==> config.mk <==
export PLATFORM = sky130hd
export DESIGN_NAME = ansi_sgr_color_tracker_core_flat
export DESIGN_NICKNAME = d
export VERILOG_FILES = /design/src/rtl/asct_pkg.sv /design/src/rtl/asct_ifs.sv /design/src/rtl/asct_parser.sv /design/src/rtl/asct_out_q.sv /design/src/rtl/ansi_sgr_color_tracker_core.sv /design/src/flat_wrapper.sv
export VERILOG_INCLUDE_DIRS = /design/src /design/src/rtl
export SDC_FILE = /design/constraint.sdc
export NUM_CORES = 1
export LEC_CHECK = 0
export ABC_AREA = 1
export BUFFER_PORTS_ARGS = -buffer_cell sky130_fd_sc_hd__buf_2
export CORE_MARGIN = 4
export CORE_UTILIZATION = 48
export DETAILED_ROUTE_END_ITERATION = 16
export HOLD_SLACK_MARGIN = 0.02
export PLACE_DENSITY = 0.66
export SLEW_MARGIN = 0
export SYNTH_ARGS = -nofsm -noshare
export SYNTH_HDL_FRONTEND = slang
export SYNTH_SLANG_ARGS = --single-unit
==> constraint.sdc <==
create_clock -name clk -period 4.2 [get_ports clk]
set_input_delay 0.84 -clock clk [delete_from_list [all_inputs] [get_ports clk]]
set_output_delay 0.84 -clock clk [all_outputs]
set_load 0.02 [all_outputs]
==> src/rtl/ansi_sgr_color_tracker_core_defines.svh <==
// Assertion macros shared by the tracker RTL.
`ifndef ANSI_SGR_COLOR_TRACKER_CORE_DEFINES_SVH
`define ANSI_SGR_COLOR_TRACKER_CORE_DEFINES_SVH

// Checks a same-cycle implication on every clock edge outside reset.
`define ASCT_ASSERT_IMP(lbl, ante, cons, msg) \
  lbl: assert property (@(posedge clk) disable iff (!rst_n) (ante) |-> (cons)) \
    else $error(msg);

// Checks an implication in the next cycle.
`define ASCT_ASSERT_NXT(lbl, ante, cons, msg) \
  lbl: assert property (@(posedge clk) disable iff (!rst_n) (ante) |=> (cons)) \
    else $error(msg);

`endif

==> src/rtl/asct_pkg.sv <==
package asct_pkg;

  // Character codes recognized by the parser.
  localparam logic [7:0] ESC_BYTE      = 8'h1B;
  localparam logic [7:0] CHAR_LBRACKET = 8'h5B;
  localparam logic [7:0] CHAR_SEMI     = 8'h3B;
  localparam logic [7:0] CHAR_M        = 8'h6D;
  localparam logic [7:0] CHAR_ZERO     = 8'h30;
  localparam logic [7:0] CHAR_NINE     = 8'h39;

  // SGR parameter codes.
  localparam logic [7:0] SGR_RESET    = 8'd0;
  localparam logic [7:0] SGR_BOLD     = 8'd1;
  localparam logic [7:0] SGR_FG_LO    = 8'd30;
  localparam logic [7:0] SGR_FG_HI    = 8'd37;
  localparam logic [7:0] SGR_BG_LO    = 8'd40;
  localparam logic [7:0] SGR_BG_HI    = 8'd47;
  localparam logic [7:0] SGR_FGB_LO   = 8'd90;
  localparam logic [7:0] SGR_FGB_HI   = 8'd97;
  localparam logic [7:0] SGR_BGB_LO   = 8'd100;
  localparam logic [7:0] SGR_BGB_HI   = 8'd107;
  localparam logic [7:0] PARAM_MAX    = 8'd255;

  // Default attributes.
  localparam logic [3:0] FG_DEFAULT = 4'd7;
  localparam logic [3:0] BG_DEFAULT = 4'd0;

  // Parser phase, one-hot.
  typedef enum logic [2:0] {
    PH_PLAIN = 3'b001,
    PH_ESC   = 3'b010,
    PH_SEQ   = 3'b100
  } phase_t;

  // State of the parameter being gathered.
  typedef enum logic [1:0] {
    ST_EMPTY  = 2'd0,
    ST_DIGITS = 2'd1,
    ST_BAD    = 2'd2
  } pstat_t;

  typedef struct packed {
    logic [3:0] fg;
    logic [3:0] bg;
    logic       bold;
  } attr_t;

  typedef struct packed {
    logic [7:0] char_out;
    logic       visible;
    logic [3:0] fg_index;
    logic [3:0] bg_index;
    logic       bold_on;
    logic       last_of_run;
  } result_t;

  // Push request from the parser into the result queue.
  typedef struct packed {
    logic valid;
    logic two;
  } push_t;

endpackage

==> src/rtl/asct_ifs.sv <==
// Input channel: one text byte or clear command per beat.
interface asct_in_if;
  logic       valid;
  logic       ready;
  logic       command;
  logic [7:0] text_byte;
  modport source (output valid, command, text_byte, input ready);
  modport sink (input valid, command, text_byte, output ready);
endinterface

// Result channel: one tagged character per beat.
interface asct_out_if;
  logic       valid;
  logic       ready;
  logic [7:0] char_out;
  logic       visible;
  logic [3:0] fg_index;
  logic [3:0] bg_index;
  logic       bold_on;
  logic       last_of_run;
  modport source (output valid, char_out, visible, fg_index, bg_index, bold_on,
                  last_of_run, input ready);
  modport sink (input valid, char_out, visible, fg_index, bg_index, bold_on,
                last_of_run, output ready);
endinterface

==> src/rtl/asct_parser.sv <==
module asct_parser (
  input  logic                clk,
  input  logic                rst_n,
  input  logic                in_valid,
  output logic                in_ready,
  input  logic                in_command,
  input  logic [7:0]          in_text_byte,
  input  logic [1:0]          q_space,
  output asct_pkg::push_t     push,
  output asct_pkg::result_t   res0,
  output asct_pkg::result_t   res1
);

  // Applies one complete parameter to the attributes.
  function automatic asct_pkg::attr_t apply_param(asct_pkg::attr_t a, logic [7:0] c);
    asct_pkg::attr_t r;
    logic [7:0]      off;
    r = a;
    off = 8'd0;
    if (c == asct_pkg::SGR_RESET) begin
      r.fg = asct_pkg::FG_DEFAULT;
      r.bg = asct_pkg::BG_DEFAULT;
      r.bold = 1'b0;
    end else if (c == asct_pkg::SGR_BOLD) begin
      r.bold = 1'b1;
      r.fg = a.fg | 4'd8;
    end else if (c >= asct_pkg::SGR_FG_LO && c <= asct_pkg::SGR_FG_HI) begin
      off = c - asct_pkg::SGR_FG_LO;
      r.fg = {a.bold, off[2:0]};
    end else if (c >= asct_pkg::SGR_BG_LO && c <= asct_pkg::SGR_BG_HI) begin
      off = c - asct_pkg::SGR_BG_LO;
      r.bg = {1'b0, off[2:0]};
    end else if (c >= asct_pkg::SGR_FGB_LO && c <= asct_pkg::SGR_FGB_HI) begin
      off = c - asct_pkg::SGR_FGB_LO;
      r.fg = {1'b1, off[2:0]};
    end else if (c >= asct_pkg::SGR_BGB_LO && c <= asct_pkg::SGR_BGB_HI) begin
      off = c - asct_pkg::SGR_BGB_LO;
      r.bg = {1'b1, off[2:0]};
    end
    return r;
  endfunction

  logic                 in_v_r;
  logic                 cmd_r;
  logic [7:0]           byte_r;
  asct_pkg::phase_t     phase_r, phase_nxt;
  logic [7:0]           val_r, val_nxt;
  asct_pkg::pstat_t     stat_r, stat_nxt;
  asct_pkg::attr_t      attr_r, attr_nxt;
  logic                 two;
  logic                 fire;
  logic                 vis;
  logic [3:0]           digit;
  logic [11:0]          acc;
  asct_pkg::attr_t      applied;

  // Input register accepts a new beat whenever the held one moves on.
  assign fire     = in_v_r && (two ? (q_space == 2'd2) : (q_space != 2'd0));
  assign in_ready = !in_v_r || fire;

  always_ff @(posedge clk) begin
    if (!rst_n) begin
      in_v_r <= 1'b0;
    end else if (in_ready) begin
      in_v_r <= in_valid;
    end
  end

  always_ff @(posedge clk) begin
    if (in_ready && in_valid) begin
      cmd_r  <= in_command;
      byte_r <= in_text_byte;
    end
  end

  // Digit accumulation: value * 10 + digit, wide enough to see overflow.
  assign digit   = 4'(byte_r - asct_pkg::CHAR_ZERO);
  assign acc     = {1'b0, val_r, 3'b000} + {3'b000, val_r, 1'b0} + {8'd0, digit};
  assign applied = (stat_r == asct_pkg::ST_DIGITS) ? apply_param(attr_r, val_r) : attr_r;

  // Next state and results for the held beat.
  always_comb begin
    phase_nxt = phase_r;
    val_nxt   = val_r;
    stat_nxt  = stat_r;
    attr_nxt  = attr_r;
    two       = 1'b0;
    vis       = 1'b0;
    if (cmd_r) begin
      attr_nxt  = '{fg: asct_pkg::FG_DEFAULT, bg: asct_pkg::BG_DEFAULT, bold: 1'b0};
      phase_nxt = asct_pkg::PH_PLAIN;
      val_nxt   = 8'd0;
      stat_nxt  = asct_pkg::ST_EMPTY;
    end else begin
      case (phase_r)
        asct_pkg::PH_ESC: begin
          if (byte_r == asct_pkg::CHAR_LBRACKET) begin
            phase_nxt = asct_pkg::PH_SEQ;
            val_nxt   = 8'd0;
            stat_nxt  = asct_pkg::ST_EMPTY;
          end else begin
            two = 1'b1;
            vis = (byte_r != asct_pkg::ESC_BYTE);
            phase_nxt = vis ? asct_pkg::PH_PLAIN : asct_pkg::PH_ESC;
          end
        end
        asct_pkg::PH_SEQ: begin
          if (byte_r == asct_pkg::CHAR_M || byte_r == asct_pkg::CHAR_SEMI) begin
            attr_nxt = applied;
            val_nxt  = 8'd0;
            stat_nxt = asct_pkg::ST_EMPTY;
            if (byte_r == asct_pkg::CHAR_M) begin
              phase_nxt = asct_pkg::PH_PLAIN;
            end
          end else if (byte_r >= asct_pkg::CHAR_ZERO && byte_r <= asct_pkg::CHAR_NINE) begin
            if (stat_r != asct_pkg::ST_BAD) begin
              if (acc > {4'd0, asct_pkg::PARAM_MAX}) begin
                val_nxt  = asct_pkg::PARAM_MAX;
                stat_nxt = asct_pkg::ST_BAD;
              end else begin
                val_nxt  = acc[7:0];
                stat_nxt = asct_pkg::ST_DIGITS;
              end
            end
          end else begin
            stat_nxt = asct_pkg::ST_BAD;
          end
        end
        default: begin
          vis = (byte_r != asct_pkg::ESC_BYTE);
          phase_nxt = vis ? asct_pkg::PH_PLAIN : asct_pkg::PH_ESC;
        end
      endcase
    end
  end

  // Result beats. The second is only used for a literal ESC.
  always_comb begin
    res0.visible     = vis || two;
    res0.char_out    = two ? asct_pkg::ESC_BYTE : (vis ? byte_r : 8'd0);
    res0.fg_index    = attr_nxt.fg;
    res0.bg_index    = attr_nxt.bg;
    res0.bold_on     = attr_nxt.bold;
    res0.last_of_run = !two;
    res1.visible     = vis;
    res1.char_out    = vis ? byte_r : 8'd0;
    res1.fg_index    = attr_nxt.fg;
    res1.bg_index    = attr_nxt.bg;
    res1.bold_on     = attr_nxt.bold;
    res1.last_of_run = 1'b1;
  end

  assign push.valid = fire;
  assign push.two   = two;

  // Parser state advances once per processed beat.
  always_ff @(posedge clk) begin
    if (!rst_n) begin
      phase_r <= asct_pkg::PH_PLAIN;
      val_r   <= 8'd0;
      stat_r  <= asct_pkg::ST_EMPTY;
      attr_r  <= '{fg: asct_pkg::FG_DEFAULT, bg: asct_pkg::BG_DEFAULT, bold: 1'b0};
    end else if (fire) begin
      phase_r <= phase_nxt;
      val_r   <= val_nxt;
      stat_r  <= stat_nxt;
      attr_r  <= attr_nxt;
    end
  end

endmodule

==> src/rtl/asct_out_q.sv <==
module asct_out_q (
  input  logic                clk,
  input  logic                rst_n,
  input  asct_pkg::push_t     push,
  input  asct_pkg::result_t   res0,
  input  asct_pkg::result_t   res1,
  output logic [1:0]          q_space,
  output logic                out_valid,
  input  logic                out_ready,
  output asct_pkg::result_t   out_res
);

  asct_pkg::result_t ent_r [2];
  asct_pkg::result_t ent0_nxt, ent1_nxt;
  logic [1:0]        cnt_r, cnt_nxt;
  logic [1:0]        base;
  logic              pop;

  // Head entry drives the result channel.
  assign out_valid = (cnt_r != 2'd0);
  assign out_res   = ent_r[0];
  assign pop       = out_valid && out_ready;
  assign base      = cnt_r - {1'b0, pop};
  assign q_space   = 2'd2 - base;

  // Shift on pop, then append the pushed beats behind what remains.
  always_comb begin
    ent0_nxt = pop ? ent_r[1] : ent_r[0];
    ent1_nxt = ent_r[1];
    cnt_nxt  = base;
    if (push.valid) begin
      if (base == 2'd0) begin
        ent0_nxt = res0;
        ent1_nxt = res1;
      end else begin
        ent1_nxt = res0;
      end
      cnt_nxt = base + (push.two ? 2'd2 : 2'd1);
    end
  end

  always_ff @(posedge clk) begin
    if (!rst_n) begin
      cnt_r <= 2'd0;
    end else begin
      cnt_r <= cnt_nxt;
    end
  end

  always_ff @(posedge clk) begin
    ent_r[0] <= ent0_nxt;
    ent_r[1] <= ent1_nxt;
  end

endmodule

==> src/rtl/ansi_sgr_color_tracker_core.sv <==
// A beat is held in the parser's input register and its result beats go into the result queue,
// which drives the result channel. Throughput: one input beat per cycle while the queue has
// room; a literal ESC gives two result beats and its push waits for an empty two-entry queue.
// Reset (rst_n low, synchronous) returns the parser to plain text, the attributes
// to foreground 7, background 0, bold off, and empties the input and result registers.
`include "ansi_sgr_color_tracker_core_defines.svh"

module ansi_sgr_color_tracker_core (
  input  logic        clk,
  input  logic        rst_n,
  asct_in_if.sink     in_chan,
  asct_out_if.source  out_chan
);

  asct_pkg::push_t   push;
  asct_pkg::result_t res0, res1, out_res;
  logic [1:0]        q_space;

  // Byte parser with its input register and attribute state.
  asct_parser u_parser (
    .clk          (clk),
    .rst_n        (rst_n),
    .in_valid     (in_chan.valid),
    .in_ready     (in_chan.ready),
    .in_command   (in_chan.command),
    .in_text_byte (in_chan.text_byte),
    .q_space      (q_space),
    .push         (push),
    .res0         (res0),
    .res1         (res1)
  );

  // Result queue that also serves as the output register.
  asct_out_q u_out_q (
    .clk       (clk),
    .rst_n     (rst_n),
    .push      (push),
    .res0      (res0),
    .res1      (res1),
    .q_space   (q_space),
    .out_valid (out_chan.valid),
    .out_ready (out_chan.ready),
    .out_res   (out_res)
  );

  assign out_chan.char_out    = out_res.char_out;
  assign out_chan.visible     = out_res.visible;
  assign out_chan.fg_index    = out_res.fg_index;
  assign out_chan.bg_index    = out_res.bg_index;
  assign out_chan.bold_on     = out_res.bold_on;
  assign out_chan.last_of_run = out_res.last_of_run;

  // A two-beat push only happens into an empty queue.
  `ASCT_ASSERT_IMP(a_two_fits, push.valid && push.two, q_space == 2'd2,
                   "two-beat push overflows queue")
  // An empty result channel means the queue has full room.
  `ASCT_ASSERT_IMP(a_empty_space, !out_chan.valid, q_space == 2'd2, "queue space lost while empty")
  // A beat that is not the last of its run is always the literal ESC.
  `ASCT_ASSERT_IMP(a_first_is_esc, out_chan.valid && !out_chan.last_of_run,
                   out_chan.visible && out_chan.char_out == asct_pkg::ESC_BYTE,
                   "non-final beat is not a literal ESC")
  // A literal ESC beat is followed by the rest of its run.
  `ASCT_ASSERT_NXT(a_esc_followed, out_chan.valid && !out_chan.last_of_run, out_chan.valid,
                   "second beat of a literal ESC run missing")

endmodule

==> src/flat_wrapper.sv <==
// flat-port wrapper written by rule: the top's interface ports become plain ports
module ansi_sgr_color_tracker_core_flat 
  (clk, rst_n, in_chan_valid, in_chan_command, in_chan_text_byte, in_chan_ready, out_chan_valid, out_chan_char_out, out_chan_visible, out_chan_fg_index, out_chan_bg_index, out_chan_bold_on, out_chan_last_of_run, out_chan_ready);
  asct_in_if in_chan_i ();
  asct_out_if out_chan_i ();
  input  logic clk;
  input  logic rst_n;
  input wire logic [$bits(in_chan_i.valid)-1:0] in_chan_valid;
  input wire logic [$bits(in_chan_i.command)-1:0] in_chan_command;
  input wire logic [$bits(in_chan_i.text_byte)-1:0] in_chan_text_byte;
  output wire logic [$bits(in_chan_i.ready)-1:0] in_chan_ready;
  output wire logic [$bits(out_chan_i.valid)-1:0] out_chan_valid;
  output wire logic [$bits(out_chan_i.char_out)-1:0] out_chan_char_out;
  output wire logic [$bits(out_chan_i.visible)-1:0] out_chan_visible;
  output wire logic [$bits(out_chan_i.fg_index)-1:0] out_chan_fg_index;
  output wire logic [$bits(out_chan_i.bg_index)-1:0] out_chan_bg_index;
  output wire logic [$bits(out_chan_i.bold_on)-1:0] out_chan_bold_on;
  output wire logic [$bits(out_chan_i.last_of_run)-1:0] out_chan_last_of_run;
  input wire logic [$bits(out_chan_i.ready)-1:0] out_chan_ready;
  assign in_chan_i.valid = in_chan_valid;
  assign in_chan_i.command = in_chan_command;
  assign in_chan_i.text_byte = in_chan_text_byte;
  assign in_chan_ready = in_chan_i.ready;
  assign out_chan_valid = out_chan_i.valid;
  assign out_chan_char_out = out_chan_i.char_out;
  assign out_chan_visible = out_chan_i.visible;
  assign out_chan_fg_index = out_chan_i.fg_index;
  assign out_chan_bg_index = out_chan_i.bg_index;
  assign out_chan_bold_on = out_chan_i.bold_on;
  assign out_chan_last_of_run = out_chan_i.last_of_run;
  assign out_chan_i.ready = out_chan_ready;
  ansi_sgr_color_tracker_core u_core (.clk(clk), .rst_n(rst_n), .in_chan(in_chan_i), .out_chan(out_chan_i));
endmodule
After elaboration in Yosys (flattened, before gate mapping)

Memory sizes are Yosys's and may differ from the RTL's.
Cells that the tools add are included.

Bits in registers: 34
Latch bits: 0
RAM bits: 38
Memory bits (read-only): 0
Bits of input ports: 13
Output and inout bits: 21
Word-level logic and storage cells: 120
Memories: 1

Add/sub/neg operators: 10
Multiply operators: 0
Div/mod/pow operators: 0
Order comparisons: 11
Eq/ne operators: 16
Shift-type cells: 0
Mux-type cells: 51
Bitwise gates (word level): 0
Reduce and logical (&&, ||, !) cells: 21

Memory list:

| memory               | depth | bits a word | rd ports | clocked after Yosys merged registers in | wr ports | line             | text |
|---|---|---|---|---|---|---|---|
| u_core.u_out_q.ent_r | 2     | 19          | 2        | 0                                       | 2        | asct_out_q.sv:13 | `asct_pkg::result_t ent_r [2];` |

Operator list:

| kind                                                                             | number |
|---|---|
| 19-bit 2-to-1 mux                                                                | 5 |
| 8-bit 2-to-1 mux                                                                 | 8 |
| 9-bit 2-to-1 mux                                                                 | 5 |
| 4-bit 2-to-1 mux                                                                 | 9 |
| 8-bit by 6-bit <= comparator with 1-bit output, second input constant            | 3 |
| 2-bit 2-to-1 mux                                                                 | 9 |
| 8-bit by 7-bit == test with 1-bit output, second input constant                  | 2 |
| 8-bit by 6-bit >= comparator with 1-bit output, second input constant            | 2 |
| 8-bit by 7-bit >= comparator with 1-bit output, second input constant            | 2 |
| 8-bit by 7-bit <= comparator with 1-bit output, second input constant            | 2 |
| 8-bit one-hot mux with 2 select lines                                            | 1 |
| 11-bit by 9-bit adder with 12-bit output                                         | 1 |
| 12-bit by 4-bit adder with 12-bit output                                         | 1 |
| 12-bit by 8-bit greater-than comparator with 1-bit output, second input constant | 1 |
| 3-bit 2-to-1 mux                                                                 | 4 |
| 3-bit != test, second input constant                                             | 3 |
| 8-bit by 1-bit == test with 1-bit output, second input constant                  | 1 |
| 8-bit by 6-bit == test with 1-bit output, second input constant                  | 1 |
| 8-bit by 5-bit >= comparator with 1-bit output, second input constant            | 1 |
| 1-bit logical AND                                                                | 8 |
| 8-bit logical NOT                                                                | 1 |
| 4-bit != test, second input constant                                             | 2 |
| 8-bit by 5-bit != test with 1-bit output, second input constant                  | 1 |
| 1-bit 2-to-1 mux                                                                 | 7 |
| other kinds (24)                                                                 | 29 |

Depth between registers and ports, before layout

Word-level depth: 14
Depth in mapped cells: 16
Gate-level depth less buffers: 15

Cells and area by module

From an unflattened synthesis, not the netlist that was laid out.

Cells, all modules: 644
Area total of the unflattened synthesis: 4576.9 um2

Modules (own cells, without submodules):

| module      | times used | cells an instance | area an instance (um2) | seq. area each (um2) |
|---|---|---|---|---|
| asct_parser | 1          | 374               | 2572.5                 | 730.7 |
| asct_out_q  | 1          | 270               | 2004.4                 | 991.0 |

Worst setup path after synthesis

No wires, ideal clock.

Path type: input-to-output
From: input out_chan_ready
To: output in_chan_ready
Arrival time: 2.046 ns
Data required time: 3.360 ns
Path slack: 1.314 ns
Cell stages on the path: 9
Buffers on the path: 1
Cells stage by stage: nand2_1 -> inv_1 -> clkbuf_1 -> ha_1 -> xnor2_1 -> nand2_1 -> nand3_4 -> nand2_1 -> nand2_1

Longest elaborated chain between the ends: 7
Elaborated cells on any way between the ends: 8
Those cells by class: 2 x add/sub; 1 x eq/ne; 1 x mux; 4 x reduce/logical

Ends and longest elaborated chain:

| element                                             | line               | text |
|---|---|---|
| start, declared                                     | flat_wrapper.sv:19 | `input wire logic [$bits(out_chan_i.ready)-1:0] out_chan_ready;` |
| 1-bit logical AND (*)                               | asct_out_q.sv:22   | `assign pop = out_valid && out_ready;` |
| 2-bit by 1-bit subtractor with 2-bit output (*)     | asct_out_q.sv:23   | `assign base = cnt_r - {1'b0, pop};` |
| 2-bit subtractor (*)                                | asct_out_q.sv:24   | `assign q_space = 2'd2 - base;` |
| 2-bit == test or 2-bit nonzero test (tied branches) | asct_parser.sv:58  | `assign fire = in_v_r && (two ? (q_space == 2'd2) : (q_space != 2'd0));` |
| 1-bit 2-to-1 mux (*)                                | asct_parser.sv:58  |  |
| 1-bit logical AND (*)                               | asct_parser.sv:58  |  |
| 1-bit logical OR (*)                                | asct_parser.sv:59  | `assign in_ready = !in_v_r \|\| fire;` |
| end, declared                                       | flat_wrapper.sv:11 | `output wire logic [$bits(in_chan_i.ready)-1:0] in_chan_ready;` |

Every way passes the cells marked *; elsewhere a longest branch is shown, timed or not.

Worst setup path after layout

From: register u_core.u_out_q.cnt_r[1]
To: output in_chan_ready

Longest elaborated chain between the ends: 8
Elaborated cells on any way between the ends: 9
Those cells by class: 2 x add/sub; 1 x eq/ne; 1 x mux; 5 x reduce/logical

Ends and longest elaborated chain:

| element                                             | line              | text |
|---|---|---|
| start, declared                                     | asct_out_q.sv:15  | `logic [1:0] cnt_r, cnt_nxt;` |
| start signal, assigned                              | asct_out_q.sv:46  | `cnt_r <= cnt_nxt;` |
| 2-bit nonzero test                                  | asct_out_q.sv:20  | `assign out_valid = (cnt_r != 2'd0);` |
| 1-bit logical AND                                   | asct_out_q.sv:22  |  |
| 2-bit by 1-bit subtractor with 2-bit output (*)     | asct_out_q.sv:23  |  |
| 2-bit subtractor (*)                                | asct_out_q.sv:24  |  |
| 2-bit == test or 2-bit nonzero test (tied branches) | asct_parser.sv:58 |  |
| 1-bit 2-to-1 mux (*)                                | asct_parser.sv:58 |  |
| 1-bit logical AND (*)                               | asct_parser.sv:58 |  |
| 1-bit logical OR (*)                                | asct_parser.sv:59 |  |

Marked as above.

==> results.ini <==
[global_route]
grt_pass1_vias = 3255
grt_overflow = 0
track_usage = 0.183
grt_antenna_before_repair = 0
grt_pass1_wl_um = 14800
grt_max_degree = 34

[clock_network]
hold_buffers = 0
cts_root_buf = clkbuf_8
cts.reportedPaths.clkPinSlew_ps = 80
cts_tree = yes
cts_max_level = 3
numCtsBuffers = 9
clockBufferDepth = 2
cts.repair.resized = 0
cts_sinks = 72
cts_setup_buffers = 0
clock_latency_ps = 350

[logic_synthesis]
synth_ff_type = dfxtp_1
syn_inst = 533
syn_avg_cell_area_um2 = 7.68
synth_seq_area_share = 0.421
synth_async_sr_flop_share = 0
ys_ff_latch = 72
syn_area_mm2 = 0.00409
synth_top_area_frac = 0.215
synth_edf_count = 28
ys_types = 41
yosysTopAreaCell = dfxtp_1
yosys-top-cells-area = dfxtp_1 22%, edfxtp_1 21%, nand2_1 13%
ys_warn_count = 0
synth_nets = 567

[timing]
hold_viol_final = 0
fin_tns_setup_ps = 0
skew_ps = 7.21
relSlewSlack = 0.463
maxSlewViolCount = 0
tightest_slew_ps = 806
setup-violations-final = 0
fin_crit_ps = 3290
rsz0062_at_grt = no
finalCritPeriodShare = 0.783
max_freq_mhz = 304

[hold_path]
whs_endpoint = u_core.u_out_q.ent_r[0][1]
hp-start = u_core.u_out_q.ent_r[0][1]
hold-path-cell-count = 2
worst_hold_path_type = reg -> reg

[placement]
dpl_cell_area_mm2 = 0.00424
place.gp.congestion = 0.835
port_buffers = 33
dpl.hpwl_um = 6460

[setup_path]
rr_endpoint = u_core.u_parser.byte_r[5]
crit_type = reg -> out
arrival_ps = 2450
reg2reg_slack_ps = 1340
ff2ff_path_depth = 10
worst-path-max-fanout = 20
cp-end-kind = primary output
start_kind = flop
reg2reg_from = u_core.u_out_q.cnt_r[1]
crit_required_ps = 3360

[power_and_ir_drop]
peakVddDrop_mv = 0.205
p_leak_nw = 2.12
power_density_mw_per_mm2 = 524

[cells_and_area]
design_area_mm2 = 0.00446
layout_common_cells = 144 x nand2_1, 59 x inv_1, 52 x nor2_1, 44 x nand3_1, 44 x dfxtp_1
nets = 586
antenna_cells = 0
layout_commonest_cell = nand2_1
drive_gt1_frac = 0.126
areaGrowthSynthToFinish_pct = 9.05

[route]
antenna_left = 0
wl_um = 8710
firstDrtPassIters = 4
num_vias = 3383
drt_iter0_drc = 177
drc = 0
detail_route.wl_per_cell_um = 13.2
vias_per_cell = 5.11

[die]
die_height_um = 100
start_util = 0.496
num_rows = 33
coreArea_mm2 = 0.00826
die_w_um = 100
num_io_pins = 34
die-area_mm2 = 0.0101

[outcome]
status = completed

[run]
maxCapViolCount = 0

==> worst max-delay path, stage by stage (launching register included) <==
cell     delay [ps]
dfxtp_1         330
or2_2           300
nand2_1          60
buf_4           230
inv_1            90
ha_1            220
xnor2_1         180
nand2_1         140
nand3_4         160
nand2_1         120
nand2_1          90
buf_2           160
==> sequential cells by signal, indices dropped and copies added, names as in the netlist <==
signal                   count
u_core.u_out_q.cnt_r         2
u_core.u_parser.in_v_r       1
u_core.u_parser.byte_r       8
u_core.u_parser.stat_r       2
u_core.u_out_q.ent_r        38
u_core.u_parser.val_r        8
u_core.u_parser.cmd_r        1
u_core.u_parser.attr_r       9
u_core.u_parser.phase_r      3
==> cells in the mapped netlist (3+ instances only) <==
| library cell | number |
|---|---|
| nand2_1 | 144 |
| inv_1 | 59 |
| nor2_1 | 52 |
| dfxtp_1 | 44 |
| nand3_1 | 44 |
| a21oi_1 | 40 |
| edfxtp_1 | 28 |
| ha_1 | 19 |
| buf_4 | 18 |
| o21ai_0 | 17 |
| clkbuf_1 | 6 |
| nand3b_1 | 6 |
| nand4_1 | 6 |
| a32oi_1 | 5 |
| o32ai_1 | 4 |
| xnor2_1 | 4 |
| buf_2 | 3 |
| clkinv_1 | 3 |
| nor2_2 | 3 |
| or2_2 | 3 |
==> cells by family after synthesis <==
logic type / after synthesis / synth area share
buffers and inverters: 92 / 0.102
xor gates and xnor gates: 5 / 0.0107
DFF: 72 / 0.421
AOI/OAI and AO/OA: 73 / 0.102
adders and majority gates: 21 / 0.0678
and+or+nand+nor: 270 / 0.297
==> how the worst max path moves through the flow <==
stage,startpoint,to,slack [ps],cells past startpoint
global placement,out_chan_ready,in_chan_ready,1040,11
CTS,u_core.u_out_q.cnt_r[1],in_chan_ready,890,11
global route,u_core.u_out_q.cnt_r[1],in_chan_ready,670,11
detailed placement,out_chan_ready,in_chan_ready,980,11
finish,u_core.u_out_q.cnt_r[1],in_chan_ready,910,11
floorplan,out_chan_ready,in_chan_ready,1310,9
==> through the flow <==
step	power (W)	std cells	setup WS [ps]	hold WS [ps]	utilization
2_1_floorplan	0.00162	533	1310	441	-
3_3_place_gp	0.00171	646	1040	456	0.513
3_5_place_dp	0.00173	646	980	472	0.513
4_1_cts	0.00236	662	890	484	0.541
5_1_grt	0.00249	662	668	516	0.541
6_report	0.00234	662	910	486	0.541
==> per-layer routing <==
metal  vias to the layer above  global-route usage  part of all wire
li1                       1768                   -                 -
met1                      1509               0.247              0.47
met2                        97               0.288              0.46
met3                         9              0.0479             0.064
met4                         0              0.0591             0.010
met5                         -                   0                 0
==> final cells by class <==
type,instances,area [um^2]
tap,105,131
clock inverter,5,86.3
clock buffer,11,141
timing repair buffer,36,188
fill,818,3790
inverter,64,243
multi-input combinational,369,1950
sequential,72,1720
==> where the power goes <==
group	total, W	internal, W	switching [W]
Combinational	0.000712	0.000247	0.000464
Clock	0.000631	0.000356	0.000275
Sequential	0.000995	0.000913	0.0000826
Total	0.00234	0.00152	0.000821
Note: power is estimated with default switching activity, not from simulation.
